==> src/hdl/tpq_pkg.sv <==
// ---------------------------------------------------------------------------
// tpq_pkg: shared definitions for the two-level priority queue
// Operation and status codes, default sizes and controller commands.
// ---------------------------------------------------------------------------
`timescale 1ns / 1ps
`default_nettype none

package tpq_pkg;

  localparam int unsigned LEVEL_DEPTH_DEF = 16;
  localparam int unsigned ID_WIDTH_DEF    = 16;

  localparam int unsigned OP_W     = 2;
  localparam int unsigned FIELD_ID_W = 16;
  localparam int unsigned STATUS_W = 2;
  localparam int unsigned COUNT_W  = 6;

  typedef logic [OP_W-1:0]     op_t;
  typedef logic [STATUS_W-1:0] status_t;

  localparam op_t OP_ENQ_HIGH = 2'd0;
  localparam op_t OP_ENQ_LOW  = 2'd1;
  localparam op_t OP_DEQ      = 2'd2;

  localparam status_t ST_DONE  = 2'd0;
  localparam status_t ST_EMPTY = 2'd1;
  localparam status_t ST_FULL  = 2'd2;

  typedef struct packed {
    logic load;
    logic exec;
  } cmd_t;

endpackage

`default_nettype wire

==> src/hdl/tpq_ctrl.sv <==
// ---------------------------------------------------------------------------
// tpq_ctrl: request sequencer
// Accepts a request, runs the execute state, then strobes the result.
// ---------------------------------------------------------------------------
`timescale 1ns / 1ps
`default_nettype none

module tpq_ctrl (
  input  wire logic          clk,
  input  wire logic          rst,
  input  wire logic          start,
  output logic               busy,
  output logic               done,
  output tpq_pkg::cmd_t      cmd
);

  typedef enum logic [1:0] {
    S_IDLE,
    S_EXEC,
    S_RESP
  } state_t;

  state_t state;
  state_t state_next;
  logic   accept;

  assign accept = start && !busy;

  always_comb begin
    state_next = state;
    unique case (state)
      S_IDLE:  if (accept) state_next = S_EXEC;
      S_EXEC:  state_next = S_RESP;
      S_RESP:  state_next = accept ? S_EXEC : S_IDLE;
      default: state_next = S_IDLE;
    endcase
  end

  always_ff @(posedge clk) begin
    if (rst) begin
      state <= S_IDLE;
      busy  <= 1'b0;
      done  <= 1'b0;
    end else begin
      state <= state_next;
      busy  <= (state_next == S_EXEC);
      done  <= (state == S_EXEC);
    end
  end

  assign cmd.load = accept;
  assign cmd.exec = (state == S_EXEC);

endmodule

`default_nettype wire

==> src/hdl/tpq_datapath.sv <==
// ---------------------------------------------------------------------------
// tpq_datapath: level rings and result registers
// Two ring buffers with head and count, registered reads and result fields.
// ---------------------------------------------------------------------------
`timescale 1ns / 1ps
`default_nettype none

module tpq_datapath #(
  parameter int unsigned LEVEL_DEPTH = tpq_pkg::LEVEL_DEPTH_DEF,
  parameter int unsigned ID_WIDTH    = tpq_pkg::ID_WIDTH_DEF
) (
  input  wire logic                              clk,
  input  wire logic                              rst,
  input  wire tpq_pkg::cmd_t                     cmd,
  input  wire logic [tpq_pkg::OP_W-1:0]          operation,
  input  wire logic [tpq_pkg::FIELD_ID_W-1:0]    customer_id,
  output logic                                   served_valid,
  output logic [tpq_pkg::FIELD_ID_W-1:0]         served_id,
  output logic [tpq_pkg::STATUS_W-1:0]           status,
  output logic [tpq_pkg::COUNT_W-1:0]            waiting_count
);

  localparam int unsigned AW  = $clog2(LEVEL_DEPTH);
  localparam int unsigned CW  = $clog2(LEVEL_DEPTH + 1);
  localparam int unsigned FW  = tpq_pkg::FIELD_ID_W;
  localparam int unsigned SAT = (1 << tpq_pkg::COUNT_W) - 1;

  logic [ID_WIDTH-1:0] high_mem [LEVEL_DEPTH];
  logic [ID_WIDTH-1:0] low_mem  [LEVEL_DEPTH];

  tpq_pkg::op_t        op;
  logic [ID_WIDTH-1:0] id;
  logic [AW-1:0]       high_head, high_head_next;
  logic [AW-1:0]       low_head, low_head_next;
  logic [CW-1:0]       high_count, high_count_next;
  logic [CW-1:0]       low_count, low_count_next;
  logic [ID_WIDTH-1:0] high_rd, low_rd;
  logic                sel_low, sel_low_next;
  logic                valid_next;
  tpq_pkg::status_t    status_next;
  logic                high_we, low_we;
  logic [AW-1:0]       high_tail, low_tail;
  logic [CW:0]         high_sum, low_sum;
  logic [31:0]         total;
  logic [ID_WIDTH+FW-1:0] id_ext;
  logic [ID_WIDTH+FW-1:0] out_ext;

  assign id_ext = {{ID_WIDTH{1'b0}}, customer_id};

  assign high_sum  = (CW+1)'(high_head) + (CW+1)'(high_count);
  assign low_sum   = (CW+1)'(low_head) + (CW+1)'(low_count);
  assign high_tail = (high_sum >= (CW+1)'(LEVEL_DEPTH)) ?
                     AW'(high_sum - (CW+1)'(LEVEL_DEPTH)) : AW'(high_sum);
  assign low_tail  = (low_sum >= (CW+1)'(LEVEL_DEPTH)) ?
                     AW'(low_sum - (CW+1)'(LEVEL_DEPTH)) : AW'(low_sum);

  always_comb begin
    high_head_next  = high_head;
    low_head_next   = low_head;
    high_count_next = high_count;
    low_count_next  = low_count;
    sel_low_next    = 1'b0;
    valid_next      = 1'b0;
    status_next     = tpq_pkg::ST_DONE;
    high_we         = 1'b0;
    low_we          = 1'b0;
    case (op)
      tpq_pkg::OP_ENQ_HIGH: begin
        if (high_count == CW'(LEVEL_DEPTH)) begin
          status_next = tpq_pkg::ST_FULL;
        end else begin
          high_we         = 1'b1;
          high_count_next = high_count + CW'(1);
        end
      end
      tpq_pkg::OP_ENQ_LOW: begin
        if (low_count == CW'(LEVEL_DEPTH)) begin
          status_next = tpq_pkg::ST_FULL;
        end else begin
          low_we         = 1'b1;
          low_count_next = low_count + CW'(1);
        end
      end
      tpq_pkg::OP_DEQ: begin
        if (high_count != '0) begin
          valid_next      = 1'b1;
          high_count_next = high_count - CW'(1);
          high_head_next  = (high_head == AW'(LEVEL_DEPTH - 1)) ? '0 : high_head + AW'(1);
        end else if (low_count != '0) begin
          valid_next     = 1'b1;
          sel_low_next   = 1'b1;
          low_count_next = low_count - CW'(1);
          low_head_next  = (low_head == AW'(LEVEL_DEPTH - 1)) ? '0 : low_head + AW'(1);
        end else begin
          status_next = tpq_pkg::ST_EMPTY;
        end
      end
      default: ;
    endcase
  end

  assign total = 32'(high_count_next) + 32'(low_count_next);

  always_ff @(posedge clk) begin
    if (cmd.exec && high_we) high_mem[high_tail] <= id;
    if (cmd.exec && low_we)  low_mem[low_tail]   <= id;
    if (cmd.exec) begin
      high_rd <= high_mem[high_head];
      low_rd  <= low_mem[low_head];
    end
  end

  always_ff @(posedge clk) begin
    if (cmd.load) begin
      op <= operation;
      id <= id_ext[ID_WIDTH-1:0];
    end
    if (cmd.exec) begin
      sel_low       <= sel_low_next;
      status        <= status_next;
      waiting_count <= (total > 32'(SAT)) ? tpq_pkg::COUNT_W'(SAT)
                                          : tpq_pkg::COUNT_W'(total);
    end
  end

  always_ff @(posedge clk) begin
    if (rst) begin
      high_head    <= '0;
      low_head     <= '0;
      high_count   <= '0;
      low_count    <= '0;
      served_valid <= 1'b0;
    end else if (cmd.exec) begin
      high_head    <= high_head_next;
      low_head     <= low_head_next;
      high_count   <= high_count_next;
      low_count    <= low_count_next;
      served_valid <= valid_next;
    end
  end

  assign out_ext   = {{FW{1'b0}}, (sel_low ? low_rd : high_rd)};
  assign served_id = served_valid ? out_ext[FW-1:0] : '0;

endmodule

`default_nettype wire

==> src/hdl/two_level_priority_queue.sv <==
// ---------------------------------------------------------------------------
// two_level_priority_queue: strict two-level priority FIFO
// done strobes once an accepted request has passed through the execute state.
// An accepted request blocks a new one during the execute cycle after capture.
// busy is high only in the execute cycle; a new request may come while done.
// Synchronous reset clears heads, counts and served_valid; the ring stores are not cleared.
// The receiver cannot stall: done strobes for one cycle only; result fields hold until the next execute.
// ---------------------------------------------------------------------------
`timescale 1ns / 1ps
`default_nettype none

module two_level_priority_queue #(
  parameter int unsigned LEVEL_DEPTH = tpq_pkg::LEVEL_DEPTH_DEF,
  parameter int unsigned ID_WIDTH    = tpq_pkg::ID_WIDTH_DEF
) (
  input  wire logic                           clk,
  input  wire logic                           rst,
  input  wire logic                           start,
  output logic                                busy,
  input  wire logic [tpq_pkg::OP_W-1:0]       operation,
  input  wire logic [tpq_pkg::FIELD_ID_W-1:0] customer_id,
  output logic                                done,
  output logic                                served_valid,
  output logic [tpq_pkg::FIELD_ID_W-1:0]      served_id,
  output logic [tpq_pkg::STATUS_W-1:0]        status,
  output logic [tpq_pkg::COUNT_W-1:0]         waiting_count
);

  tpq_pkg::cmd_t cmd;

  tpq_ctrl u_ctrl (
    .clk   (clk),
    .rst   (rst),
    .start (start),
    .busy  (busy),
    .done  (done),
    .cmd   (cmd)
  );

  tpq_datapath #(
    .LEVEL_DEPTH (LEVEL_DEPTH),
    .ID_WIDTH    (ID_WIDTH)
  ) u_dp (
    .clk           (clk),
    .rst           (rst),
    .cmd           (cmd),
    .operation     (operation),
    .customer_id   (customer_id),
    .served_valid  (served_valid),
    .served_id     (served_id),
    .status        (status),
    .waiting_count (waiting_count)
  );

endmodule

`default_nettype wire

==> config.mk <==
export PLATFORM = sky130hd
export DESIGN_NAME = two_level_priority_queue
export DESIGN_NICKNAME = d
export VERILOG_FILES = /design/src/hdl/tpq_pkg.sv /design/src/hdl/tpq_ctrl.sv /design/src/hdl/tpq_datapath.sv /design/src/hdl/two_level_priority_queue.sv
export SDC_FILE = /design/constraint.sdc
export NUM_CORES = 1
export LEC_CHECK = 0
export BUFFER_PORTS_ARGS = -buffer_cell sky130_fd_sc_hd__buf_2
export CORE_MARGIN = 8
export CORE_UTILIZATION = 62
export DETAILED_ROUTE_END_ITERATION = 7
export HOLD_SLACK_MARGIN = 0.06
export PLACE_DENSITY = 0.76
export SYNTH_ARGS = -nofsm -noshare
export SYNTH_HDL_FRONTEND = slang
export SYNTH_HIERARCHICAL = 1
export SYNTH_SLANG_ARGS = --single-unit
==> constraint.sdc <==
create_clock -name clk -period 5.5 [get_ports clk]
set_input_delay 0.275 -clock clk [delete_from_list [all_inputs] [get_ports clk]]
set_output_delay 0.275 -clock clk [all_outputs]
set_load 0.02 [all_outputs]
==> results by group <==
Layout
  – Share of post-route cells with drive strength above 1: 25.6%
  – Non-Filler Instances: 1868
  – Final instance area: 26800 um^2
  – FILL cells: ~2300
  – Area Overhead vs Synth: 12.7%
  – Final nets: roughly 1400
  – Finished Core Util: 71.1%
  – Diode count: 0

Synthesis
  – Post-Syn Area: 23800 um^2
  – Most common flop cell mapped by yosys: edfxtp_1
  – EDFF count, synth: about 570
  – Asr flop ratio synth: 0%
  – Mapped Cells: 1209
  – Syn Nets: 1254
  – Netlist cell types: 66
  – #FFs+latches synth: just under 600
  – Yosys warns: 6
  – Seq/Total Area, Yosys: 74.1%
  – Syn_area_per_cell: between 15 and 20 um^2

Floorplan
  – Core area: 37700 um^2
  – Row count: just over 70
  – Die Area: 44800 um^2
  – Die Span Y: 212 um
  – Initial Util: 63.1%
  – Boundary pin count: 48
  – Die W: roughly 210 um

Pwr
  – Logic gate share of total power: around 3.0%
  – Peak supply drop: approximately 0.00023 V
  – Tot Pwr: 8.93 mW
  – Internal power: 7.12 mW
  – P_sw: ~1.8 mW
  – Pwr/cell area: 333 nW/um^2
  – Lkg Pwr: between 8 and 9 nW
  – Clock Power Share: 40.6%
  – Part of the power in registers: 56.4%
  – Net Sw Frac: 20.3%

Clocking
  – TritonCTS Sinks: slightly below 600
  – CTS Buffer Depth: 3
  – Hold buffers post-CTS: 19
  – # H-tree levels: 2
  – Post-CTS sizing: 0
  – TritonCTS buffer count: 57
  – CTS tree: built
  – Latest clock arrival within the worst-skew pair: approximately 600 ps
  – CTS root buf: clkbuf_16
  – Post-CTS setup buffers: 0
  – Clock Pin Slew Worst Setup and Hold Paths: 60 ps

Run status
  – Status: finished clean

Global route
  – Largest net degree at the start of global routing: a little over 60
  – Vias in the first global route: 11900
  – Overall routing resource usage: 23.2%
  – Initial antenna violation count: 0
  – First-pass GRT wire length: approximately 76000 um
  – Grt ovf: 0

Worst setup path
  – Startpoint types: register
  – Worst-path fanout max: 18
  – WP data required: 5850 ps
  – Critical Path End Type: register
  – Critical path arrival: around 4000 ps
  – Setup CP Type: register to register

Routing
  – DRT Pass-1 Iters: 5
  – # DRC: 0
  – Vias: 11900
  – Avg Vias per Cell: 6.39
  – Total Wirelength: 51200 um
  – Routed len/inst: 27.4 um
  – Antenna-violating nets left: 0
  – Iteration-0 DRC Markers: 1432

STA
  – Hold Fails Final Rpt: 0
  – RSZ-0062 raised after global routing: no
  – Tmin final: 3670 ps
  – Clk_skew: 16.9 ps
  – Slew HR: between 10% and 20%
  – Slew @ Worst Pin: 1310 ps
  – Final setup fails: 0
  – Max-slew violations: 0
  – Total negative slack: 0 ps
  – Fmax: 0.272 GHz
  – Tcrit/Tclk final: 66.8%

Placed design
  – Inst Count DP: 1747
  – DP Wirelength: between 30000 and 40000 um
  – Port bufs: between 40 and 50
  – Routability cong.: just over 0.9
  – Placed instance area: 24900 um^2

Run
  – Max Cap Violations: 0

Worst hold path
  – Hold crit path type: input pin to register
-- critical path, cell delays in order (launching register included) --
cell      delay (ps)
edfxtp_1         420
inv_1            110
ha_1             590
clkinv_1         430
o32ai_1          440
a21oi_1          120
a41oi_1          230
ha_1             210
inv_1             60
fa_1             420
inv_1             70
a21o_1           120
a21oi_1           70
xnor2_1          120
-- registers in the layout, indices dropped and copies added, names as in the netlist --
signal	count
u_dp/high_mem	256
u_dp/low_mem	256
u_dp/high_rd	16
u_dp/id	16
u_dp/low_rd	16
u_dp/waiting_count	6
u_dp/high_count	5
u_dp/low_count	5
u_dp/high_head	4
u_dp/low_head	4
u_ctrl/state	2
u_dp/op	2
u_dp/status	2
u_ctrl/busy	1
u_ctrl/done	1
u_dp/sel_low	1
u_dp/served_valid	1
-- per-stage QoR --
stage | worst slack (ps) | hold WS [ps]
2_1_floorplan | 824 | 351
3_3_place_gp | 2010 | 452
3_5_place_dp | 1940 | 453
4_1_cts | 1930 | 80.9
5_1_grt | 1660 | 108
6_report | 1830 | 107
-- final cells by class --
class	count	area, um^2	share of cell area [%]
clock buffers	68	1510	5.64
clock inverters	34	206	0.771
inverters	19	71.3	0.266
multi-input cells	524	5920	22.1
flip-flops and latches	594	17600	65.8
well taps	511	639	2.39
repair buffers	118	816	3.05
-- cells in the mapped netlist (2+ instances only) --
| library cell | number | area (um^2) |
|---|---|---|
| and2_1 | 2 | 12.5 |
| nor3b_1 | 3 | 22.5 |
| a21o_1 | 9 | 67.6 |
| nor3_1 | 37 | 185 |
| mux4_2 | 128 | 2880 |
| nand2b_1 | 3 | 18.8 |
| a31oi_1 | 4 | 25.0 |
| clkinv_1 | 2 | 7.51 |
| buf_2 | 24 | 120 |
| dfxtp_1 | 23 | 460 |
| buf_4 | 4 | 30.0 |
| o21ai_0 | 11 | 55.1 |
| buf_6 | 2 | 22.5 |
| nand2_1 | 12 | 45.0 |
| xnor2_1 | 12 | 105 |
| clkbuf_1 | 38 | 143 |
| a21oi_1 | 51 | 255 |
| a22oi_1 | 2 | 15.0 |
| nand3_1 | 8 | 40.0 |
| nor2b_1 | 53 | 332 |
| buf_1 | 4 | 15.0 |
| nand4b_1 | 2 | 17.5 |
| a211oi_1 | 37 | 278 |
| mux2i_1 | 51 | 510 |
| nand4_1 | 4 | 25.0 |
| a311o_1 | 2 | 20.0 |
| nor4b_1 | 4 | 35.0 |
| inv_1 | 17 | 63.8 |
| a22o_1 | 2 | 17.5 |
| ha_1 | 21 | 263 |
| xor2_1 | 5 | 43.8 |
| edfxtp_1 | 571 | 17100 |
| fa_1 | 3 | 60.1 |
| and3_1 | 3 | 18.8 |
| nor2_1 | 21 | 78.8 |
| a311oi_1 | 4 | 35.0 |
-- layout by cell type, fill, tap and decap left out, types with 5 or more instances in the layout --
cell type      netlist  routed
a211oi_1            37      37
clkbuf_16            0      59
edfxtp_1           571     571
xor2_1               5       5
nand2_1             12      12
ha_1                21      21
clkbuf_1            38       9
a21o_1               9       9
mux2i_1             51      51
dlygate4sd3_1        0      19
inv_1               17      17
nor2_1              21      21
clkinv_1             2      21
a21oi_1             51      51
clkinv_2             0      10
o21ai_0             11      11
xnor2_1             12      12
buf_4                4      52
mux4_2             128     128
nor3_1              37       5
nand3_1              8       8
nor3_2               0      32
dfxtp_1             23      17
buf_2               24      47
nor2b_1             53      51
-- cells by family (layout without fill, tap and decap cells) --
logic type               after synthesis  in the layout  synth area share, %
buffers and inverters                 91            239                 1.69
adder cells (fa/ha/maj)               24             24                 1.36
AO/OA/AOI/OAI                        140            140                 3.91
AND/OR/NAND/NOR                      164            164                 4.03
flip-flops                           594            594                 74.1
XOR/XNOR                              17             17                0.627
multiplexers                         179            179                 14.3
-- path summary, 6_finish.rpt --
kind,startpoint,end,slack (ps),cells past startpoint
min reg2reg,u_ctrl/state[0],u_ctrl/state[0],500,1
min,rst,u_dp/low_head[1],110,2
max reg2reg,u_dp/op[0],u_dp/waiting_count[4],1830,13
max,u_dp/op[0],u_dp/waiting_count[4],1830,13
-- layer usage --
| layer | part of all wire (%) | track usage [%] |
|---|---|---|
| met5 | 0 | 0 |
| met4 | 1.9 | 6.45 |
| met3 | 11 | 5.92 |
| met2 | 45 | 34.1 |
| met1 | 41 | 34.6 |
-- power groups by stage --
stage / Combinational (mW) / Clock, mW / Sequential [mW]
after floorplan: 0.134 / 0 / 5.14
after global placement: 0.245 / 0 / 5.13
after detailed placement: 0.252 / 0 / 5.13
after CTS: 0.264 / 3.67 / 5.04
after global routing: 0.287 / 3.84 / 5.04
final: 0.267 / 3.63 / 5.04
Power figures use the tool's default switching activity.
